File: src/rtl/ospm_pkg.sv
// Package with shared types, constants and helpers for the oversleep margin block.
`timescale 1ns / 1ps
package ospm_pkg;

   localparam int DEFAULT_DEPTH = 128;
   localparam logic [31:0] SIGN_BIAS = 32'h8000_0000;
   localparam int REFRESH_EVERY = 32;
   localparam int MIN_FOR_MODEL = 8;

   localparam logic [1:0] CSR_TICKS_PER_US = 2'd0;
   localparam logic [1:0] CSR_FIXED_MARGIN = 2'd1;
   localparam logic [1:0] CSR_PERIOD_HINT = 2'd2;

   localparam logic [1:0] MODE_ECO = 2'd0;
   localparam logic [1:0] MODE_STANDARD = 2'd1;
   localparam logic [1:0] MODE_ULTRA = 2'd2;

   localparam logic OP_RECORD = 1'b0;

   typedef struct packed {
      logic        opcode;
      logic [31:0] oversleep_ticks;
      logic [1:0]  precision_mode;
   } req_type;

   typedef struct packed {
      logic [29:0] margin_ticks;
      logic [30:0] median_ticks;
      logic [30:0] upper_quartile_ticks;
      logic [30:0] high_percentile_ticks;
      logic [30:0] maximum_ticks;
      logic [7:0]  held_count;
   } rsp_type;

   typedef enum logic [2:0] {
      ST_IDLE,
      ST_CLEAR,
      ST_LOAD,
      ST_DRAIN,
      ST_PICK,
      ST_MARGIN,
      ST_OUT
   } state_type;

   // Control from the sequencer to each sort cell.
   typedef struct packed {
      logic clear;
      logic insert;
      logic shift;
   } cell_ctl_type;

   function automatic logic [30:0] floor_zero(input logic [31:0] biased);
      floor_zero = biased[31] ? biased[30:0] : 31'd0;
   endfunction

endpackage

File: src/rtl/ospm_cell.sv
// One cell of the insertion sort chain, holding one biased sample.
`timescale 1ns / 1ps
module ospm_cell (
   input  logic                  clock,
   input  logic                  reset,
   input  ospm_pkg::cell_ctl_type ctl,
   input  logic [31:0]           new_value,
   input  logic [31:0]           prev_value,
   input  logic                  prev_full,
   input  logic                  prev_takes,
   input  logic [31:0]           next_value,
   output logic [31:0]           value,
   output logic                  full,
   output logic                  takes
);
   logic [31:0] value_ff, value_in;
   logic        full_ff, full_in;
   logic        here_takes;

   // Cells hold ascending values; an empty cell counts as larger than anything.
   assign here_takes = !full_ff || (value_ff > new_value);
   assign takes = here_takes;

   always_comb begin
      value_in = value_ff;
      full_in = full_ff;
      if (ctl.clear) begin
         full_in = 1'b0;
      end else if (ctl.insert && here_takes) begin
         // The first taking cell stores the new value and the cells after it
         // move up by one; empty cells past the end stay empty.
         if (prev_takes && prev_full) begin
            full_in = 1'b1;
            value_in = prev_value;
         end else if (!prev_takes) begin
            full_in = 1'b1;
            value_in = new_value;
         end
      end else if (ctl.shift) begin
         value_in = next_value;
      end
   end

   always_ff @(posedge clock) begin
      if (reset) begin
         full_ff <= 1'b0;
      end else begin
         full_ff <= full_in;
      end
      value_ff <= value_in;
   end

   assign value = value_ff;
   assign full = full_ff;
endmodule

File: config.mk
export PLATFORM = sky130hd
export DESIGN_NAME = ospm_cell
export DESIGN_NICKNAME = d
export VERILOG_FILES = /design/src/rtl/ospm_pkg.sv /design/src/rtl/ospm_cell.sv
export SDC_FILE = /design/constraint.sdc
export NUM_CORES = 1
export LEC_CHECK = 0
export ABC_AREA = 1
export BUFFER_PORTS_ARGS = -buffer_cell sky130_fd_sc_hd__buf_2
export CAP_MARGIN = 0
export CORE_ASPECT_RATIO = 0.6
export CORE_MARGIN = 2
export CORE_UTILIZATION = 51
export CTS_BUF_LIST = sky130_fd_sc_hd__clkbuf_4
export CTS_CLUSTER_DIAMETER = 80
export DETAILED_ROUTE_END_ITERATION = 7
export PLACE_DENSITY = 0.89
export SLEW_MARGIN = 20
export SYNTH_ARGS = -nofsm -noshare
export SYNTH_HDL_FRONTEND = slang
export SYNTH_SLANG_ARGS = --single-unit
File: constraint.sdc
create_clock -name clock -period 7.8 [get_ports clock]
set_input_delay 1.95 -clock clock [delete_from_list [all_inputs] [get_ports clock]]
set_output_delay 1.95 -clock clock [all_outputs]
set_load 0.005 [all_outputs]
==> flow_summary.ini, run 1 <==
[global_route]
first_global_vias = 2454
antenna_found_initial = 0
gr-total-overflow = 0
grt_pass1_wl_um = 10600
grt_max_degree = 66
grtUsageTotal_pct = 23.1

[drt]
antenna_left = 0
via_per_inst = 4.89
wl_per_cell_um = 12.5
wl_met1_um = 2920
route.met2.wl_um = 3180
dr.pass1.iters = 4
met3_length_um = 444
wl_um = 6580
vias = 2581
drt_iter0_markers = 86
drc = 0
top_layer_used = met4

[cts]
clock_path_buffers = 2
cts_tree = built
cts_max_level = 2
cts.sinks = 33
root_buffer = clkbuf_4
clock_latency_ns = 0.34
hold_buffers = 0
cts_made_buffers = 5
path_clk_slew_ns = 0.11
post-cts-setup-buffers = 0
cts_resized = 0

[synthesis]
synth_seq_cells = 33
synth_seq_area_share_pct = 37.1
synth_area_leaders = edfxtp_1 (36%), nand2_1 (15%), ha_1 (15%)
syn_area_per_cell_um2 = 8.01
synthesis.nets = 465
ys_warn_count = 0
async_flop_share_pct = 0
ys_types = 22
yosysMostFrequentCell = nand2_1
syn_area_mm2 = 0.00264
yosysTopAreaCell = edfxtp_1
synth_top_area_share_pct = 36.4
netlist_instances = 330
synth_ff_type = edfxtp_1
synth_common_cells = nand2_1 (107), inv_1 (42), o21ai_0 (33)
synth_edf_count = 32

[worst_hold_path]
min_path_type = register to register
holdPathStages = 2

[die]
fp.coreArea_mm2 = 0.00503
start_util_pct = 52.5
fp.dieW_um = 96.9
die_h_um = 59.8
ios = 137
rows = 20
die_area_mm2 = 0.00579

[sta]
max_freq_mhz = 189
finalClockSkew_ns = 0.0118
setup_viol = 0
slew_viol_final = 0
final.period_utilization_pct = 67.7
min_period_ns = 5.28
slew_headroom_pct = 32.5
worst_pin_slew_ns = 1.01
final-hold-violation-count = 0
setup_tns_ns = 0
rsz0062_at_grt = false

[cells_and_area]
drive_above_1_share_pct = 38.1
nets = 596
antennaDiodeCount = 0
syn_to_final_growth_pct = 30.0
fin_util_pct = 68.3
multi_input_area_mm2 = 0.00142
seqCellArea_um2 = 981
fillCellCount = 426
design_area_mm2 = 0.00343

[critical_path]
reg2regPathDepth = 13
crit_fanout = 3
worst_setup_path_end_kind = output pin
worstSetupPathType = primary input to output pin
cp-start-kind = primary input
critPathArrivalTime_ns = 3.33
worstPathRequired_ns = 5.85

[place]
placed_cell_area_mm2 = 0.00333
portBuffers = 136
gp_congestion = 0.769
hpwlAfterDp_um = 5240

[power_and_ir_drop]
p_per_area_mw_per_mm2 = 151
power_w = 0.000518
vdd.ir_drop.worst_v = 0.000159
leakage_nw = 1.83

[job]
cap_violations = 0

[run_status]
outcome = finished clean
through the flow:
stage,hold slack [ns],worst slack [ns],instances
floorplan,0.464,2.66,330
global placement,0.475,2.54,520
detailed placement,0.479,2.49,520
CTS,0.516,2.52,528
global route,0.549,2.41,528
finish,0.520,2.52,528
cells by family (layout without fill, tap and decap cells):
family / Yosys count / count (layout) / synth area share, %
simple gates: 127 / 127 / 18.9
compound gates: 81 / 81 / 18.7
buf+inv: 56 / 188 / 9.71
flops: 33 / 33 / 37.1
fa+ha+maj: 32 / 32 / 15.2
mux: 1 / 1 / 0.426
final timing paths:
| path | slack, ns | start | end |
|---|---|---|---|
| setup / recovery | 2.52 | new_value[11] | takes |
| hold / removal | 0.52 | full | full |
| setup reg to reg | 4.12 | value[11] | value[18] |
| hold reg to reg | 0.52 | full | full |
layout make-up:
type / instances / share of cell area, %
multi-input cells: 241 / 41.3
flip-flops and latches: 33 / 28.6
repair buffers: 137 / 20.0
inverters: 43 / 4.70
well taps: 66 / 2.40
clock inverters: 3 / 1.89
clock buffers: 5 / 1.09
power by group:
group	switching, W	leakage [nW]	total (W)	internal, W
sequential	0.00000698	0.311	0.000219	0.000212
clock	0.0000656	0.0552	0.000165	0.0000992
combinational	0.0000737	1.47	0.000134	0.0000604
total	0.000146	1.83	0.000518	0.000372
routing by layer:
metal  track usage (%)  vias to the layer above
met4              4.23                        0
met1              28.7                     1133
met2              42.2                       88
li1                  -                     1355
met5                 0                        -
met3              5.61                        5
placed cells by master (no fill, tap or decap), types with 3 or more instances in the layout:
| master | instances |
|---|---|
| ha_1 | 32 |
| nand2_1 | 106 |
| nand3_1 | 3 |
| inv_1 | 42 |
| nand2_2 | 3 |
| o21ai_1 | 9 |
| clkbuf_4 | 5 |
| buf_2 | 136 |
| o21ai_0 | 33 |
| a21oi_1 | 14 |
| o21ai_2 | 22 |
| nor2_1 | 9 |
| nor2_2 | 3 |
| edfxtp_1 | 32 |
worst max-delay path, stage by stage:
cell	delay (ns)
buf_2	0.08
inv_1	0.05
ha_1	0.31
a21oi_1	0.15
nand2_1	0.06
a21oi_1	0.23
nand2_1	0.09
nand2_1	0.06
nand2_1	0.05
nand2_1	0.08
nand2_2	0.07
buf_2	0.13
state kept, by name, summed over array words and instances, names as in the netlist:
name / count
full: 1
value: 32
No activity file was read; power rests on OpenSTA's default activity.
==> inputs of run 2 (changes only) <==
Settings changed: ABC_AREA 1 to 0, CORE_UTILIZATION 51 to 47, PLACE_DENSITY 0.89 to 0.83.
Clock period 7.8 ns to 5.3 ns, I/O delays scaled along.
==> run 2 against run 1 <==
- count of clock-buffer cells in the layout is 1 higher
- total power is 29% higher
- critical path type unchanged
- critical endpoint unchanged
- highest routed layer unchanged
- combinational power is 52% higher
- sequential share of layout area is 0.31 points lower
- largest power group unchanged
==> flow_summary.ini, run 2 <==
[critical_path]
cp_cell_sequence = buf_2 -> inv_1 -> ha_1 -> nand4_1 -> nor4_2 -> a21boi_1 -> or4_4 -> a21oi_1 -> nor2_1 -> buf_2
worstSetupPathType = primary input to output pin
crit_fanout = 4
critPathArrivalTime_ns = 3.17
worstPathRequired_ns = 3.97
critPathSlowestCell = nor4_2
reg2regPathDepth = 8
cp-start-kind = primary input
cp.depth = 10
path_delay_family = simple AND/OR/NAND/NOR gates
slowest_delay_ns = 0.46
cpMostUsedCell = buf_2
worst_setup_path_end_kind = output pin
path_buf_inv = 3

[drt]
vias = 2263
drc = 0
antenna_left = 0
dr.pass1.iters = 4
wl_um = 6760
wl_per_cell_um = 15.4
via_per_inst = 5.14
drt_iter0_markers = 103

[synthesis]
yosys.area_share.simple_pct = 7.69
synth-xor-area-share_pct = 0
netlist_instances = 231
ys_types = 28
yosysMostFrequentCell = mux2_2
synth_common_cells = mux2_2 (35), edfxtp_1 (32), ha_1 (32), inv_1 (32), mux2_1 (29)
synth_seq_cells = 33
syn_area_mm2 = 0.00265
synth-compound-area-share_pct = 6.51
synth_top_family_by_area = multiplexers
muxShareOfSynthArea_pct = 27.5
synth_edf_count = 32
async_flop_share_pct = 0
synth_ff_type = edfxtp_1
synth_top_area_share_pct = 36.2
syn_area_per_cell_um2 = 11.5
synth_seq_area_share_pct = 37.0
ys_warn_count = 0
synthAdderAreaFrac_pct = 15.1
yosysTopAreaCell = edfxtp_1
synthesis.nets = 366
synth_area_leaders = edfxtp_1 (36%), ha_1 (15%), mux2_2 (15%)

[cells_and_area]
nets = 506
antennaDiodeCount = 0
syn_to_final_growth_pct = 30.8
largest_reg_flops = 32
drive_above_1_share_pct = 49.9
final_cells = 440
fin_util_pct = 62.9
final_common_cell = buf_2
layout_common_cells = buf_2 (136), mux2_2 (35), inv_1 (32), ha_1 (32), edfxtp_1 (32)

[cts]
cts_resized = 0
cts.sinks = 33
hold_buffers = 0
clock_latency_ns = 0.34
post-cts-setup-buffers = 0
cts_max_level = 2
root_buffer = clkbuf_4
cts_made_buffers = 5
path_clk_slew_ns = 0.10
cts_tree = built
clock_path_buffers = 2

[die]
fp.coreArea_mm2 = 0.00552
die_area_mm2 = 0.00628
die_h_um = 62.2
fp.dieW_um = 101
start_util_pct = 48.1
ios = 137
rows = 21

[global_route]
antenna_found_initial = 0
grtUsageTotal_pct = 21.8
gr-total-overflow = 0
grt_max_degree = 33
grt_pass1_wl_um = 10600
first_global_vias = 2331

[run_status]
outcome = finished clean

[sta]
worst_pin_slew_ns = 0.851
min_period_ns = 4.50
final.period_utilization_pct = 84.8
finalClockSkew_ns = 0.0183
slew_viol_final = 0
slew_headroom_pct = 43.1
setup_tns_ns = 0
fin_ws_ns = 0.804
max_freq_mhz = 222
setup_viol = 0
rsz0062_at_grt = false
final-hold-violation-count = 0

[power_and_ir_drop]
leakage_nw = 1.69
p_per_area_mw_per_mm2 = 193
vdd.ir_drop.worst_v = 0.000110

[place]
portBuffers = 136
dp.cells = 433
gp_congestion = 0.798
place_ws_ns = 0.841
hpwlAfterDp_um = 5510

[job]
cap_violations = 0

[worst_hold_path]
holdPathStages = 2
min_path_type = register to register
-- run 2: worst register-to-register path, stage by stage (launching register included) --
cell	delay, ns
edfxtp_1	0.41
ha_1	0.34
a21oi_1	0.16
o21ai_0	0.15
a222oi_1	0.37
nand4b_1	0.24
a32oi_4	0.34
buf_4	0.45
mux2_1	0.42
-- run 2: kinds of logic after synthesis --
family | count (synthesis)
fa+ha+maj | 32
mux | 65
simple gates | 36
buf+inv | 38
flops | 33
compound gates | 27
-- run 2: final cells by class --
type | count | area [um^2]
clock inverters | 1 | 3.75
well taps | 69 | 86.3
multi-input cells | 160 | 1520
clock buffers | 6 | 45.0
repair buffers | 139 | 716
fillers | 483 | 2050
flip-flops and latches | 33 | 981
inverters | 32 | 120
-- run 2: per-layer routing --
metal	track usage, %	wire [um]
met2	38.0	3270
met3	5.97	479
met4	4.90	61
met1	26.8	2940
met5	0	0
-- run 2: final timing paths --
check / start / end / slack [ns]
max: new_value[15] / takes / 0.80
min: full / full / 0.58
max reg2reg: value[23] / value[20] / 2.17
min reg2reg: full / full / 0.58
-- run 2: per-stage QoR --
step	power, W	hold slack, ns	area (um^2)
after floorplan	0.000445	0.519	2650
after global placement	0.000526	0.530	3420
after detailed placement	0.000536	0.549	3420
after CTS	0.000676	0.568	3470
after global routing	0.000713	0.638	3470
final	0.000669	0.585	3470
-- run 2: power breakdown --
| part | internal (W) | total (W) | switching (W) |
|---|---|---|---|
| Clock | 0.0000533 | 0.000140 | 0.0000862 |
| Combinational | 0.000108 | 0.000204 | 0.0000958 |
| Sequential | 0.000314 | 0.000325 | 0.0000112 |
| Total | 0.000475 | 0.000669 | 0.000193 |
==> inputs of run 3 (changes only) <==
Settings changed: ABC_AREA 0 to 1, CORE_UTILIZATION 47 to 43, PLACE_DENSITY 0.83 to 0.8.
Clock period 5.3 ns to 4.1 ns, I/O delays scaled along.
==> run 3 against run 2 <==
- die area increased by 8.4%
- sequential share of layout area rose by 0.46 points
- routed wire length down 1.6%
- non-clock buffer count is 1 lower
- critical endpoint unchanged
==> flow_summary.ini, run 3 (synthesis gave the netlist of run 1 again) <==
[critical_path]
path_buf_inv = 3
slowest_delay_ns = 0.30
path_delay_family = simple AND/OR/NAND/NOR gates
rrSetupSlack_ns = 1.42
worstSetupPathType = primary input to output pin
critPathSlowestCell = ha_1
cp-start-kind = primary input
worstPathRequired_ns = 3.07
crit_fanout = 3
critPathArrivalTime_ns = 2.38
r2r-start = value[13]
crit_path_start = new_value[11]
worst_setup_path_end_kind = output pin
cpMostUsedCell = nand2_1
cp_cell_sequence = buf_2 -> inv_1 -> ha_1 -> a21oi_1 -> nand2_1 -> a21oi_1 -> nand2_1 -> nand2_1 -> nand2_1 -> nand2_1 -> nand2_2 -> buf_2

[sta]
fin_ws_ns = 0.700
slew_headroom_pct = 31.6
finalClockSkew_ns = 0.00914
worst_pin_slew_ns = 1.02
final-hold-violation-count = 0
slew_viol_final = 0
setup_viol = 0
min_period_ns = 3.40
max_freq_mhz = 294
rsz0062_at_grt = false
final.period_utilization_pct = 82.9
setup_tns_ns = 0

[worst_hold_path]
hp-start = full
min_path_type = register to register

[cts]
hold_buffers = 0
path_clk_slew_ns = 0.10
clock_path_buffers = 2
cts_tree = built
root_buffer = clkbuf_4
cts_resized = 0
cts.sinks = 33
clock_latency_ns = 0.33
post-cts-setup-buffers = 0
cts_max_level = 2
cts_made_buffers = 5

[cells_and_area]
nets = 597
fillCellCount = 571
design_area_mm2 = 0.00342
drive_above_1_share_pct = 38.2
largest_reg_flops = 32
fin_util_pct = 56.7
layout_common_cells = buf_2 (136), nand2_1 (106), inv_1 (42)
antennaDiodeCount = 0
syn_to_final_growth_pct = 29.3
final_common_cell = buf_2

[drt]
drt_iter0_markers = 120
wl_per_cell_um = 12.2
antenna_left = 0
dr.pass1.iters = 4
via_per_inst = 4.75
drc = 0
vias = 2597
wl_um = 6650

[global_route]
first_global_vias = 2506
grt_pass1_wl_um = 11100
gr-total-overflow = 0
grt_max_degree = 65
grtUsageTotal_pct = 20.3
antenna_found_initial = 0

[die]
start_util_pct = 43.8
ios = 137
fp.dieW_um = 105
die_h_um = 64.7
fp.coreArea_mm2 = 0.00603
rows = 22
die_area_mm2 = 0.00681

[place]
place_ws_ns = 0.672
portBuffers = 136
hpwlAfterDp_um = 5220
placed_cell_area_mm2 = 0.00336
gp_congestion = 0.790

[power_and_ir_drop]
vdd.ir_drop.worst_v = 0.000187
leakage_nw = 1.82
p_per_area_mw_per_mm2 = 252

[job]
cap_violations = 0

[run_status]
outcome = finished clean
[run 3: cell count changes in the layout (fill, tap and decap cells not counted), moves of 4 or more]
| cell | delta |
|---|---|
| inv_1 | +10 |
| nand2b_1 | -4 |
| nand4_1 | -4 |
| o21ai_1 | +9 |
| mux2_2 | -34 |
| nor2_1 | +6 |
| nand2_1 | +96 |
| o21ai_0 | +29 |
| o21ai_2 | +22 |
| mux2_1 | -29 |
[run 3: final cells by class]
cell class	count	area, um^2	share of cell area (%)
Multi-Input combinational cell	241	1420	41.5
Sequential cell	33	981	28.7
Timing Repair Buffer	138	696	20.4
Inverter	43	161	4.72
Tap cell	84	105	3.08
Clock buffer	6	45.0	1.32
Clock inverter	2	10.0	0.293
[run 3: where the power goes]
group	internal, W	switching (W)	leakage (nW)
Sequential	0.000403	0.0000136	0.311
Combinational	0.000116	0.000141	1.47
Clock	0.0000720	0.000116	0.0354
Total	0.000591	0.000270	1.82
[run 3: per-stage QoR]
step / hold WS (ns) / total power (W) / instances
CTS: 0.495 / 0.000872 / 547
floorplan: 0.464 / 0.000582 / 330
finish: 0.495 / 0.000861 / 547
global route: 0.535 / 0.000925 / 547
global placement: 0.464 / 0.000672 / 539
detailed placement: 0.477 / 0.000683 / 539
[run 3: final timing paths]
path	cells after the start	to
worst max-delay path	12	takes
worst min-delay path	2	full
worst max register to register	14	value[0]
worst min register to register	2	full
[run 3: layer usage]
layer | up-vias | routed length [um] | global-route usage [%]
li1 | 1358 | - | -
met1 | 1150 | 3180 | 26.5
met2 | 85 | 2970 | 34.7
met3 | 4 | 449 | 5.23
met4 | 0 | 54 | 3.50
met5 | - | 0 | 0
[run 3: worst min-delay path: cells and delay by family, from the launching register on]
kind            cells  cell delay (ns)
flops               1             0.35
buf+inv             1             0.06
compound gates      1             0.06
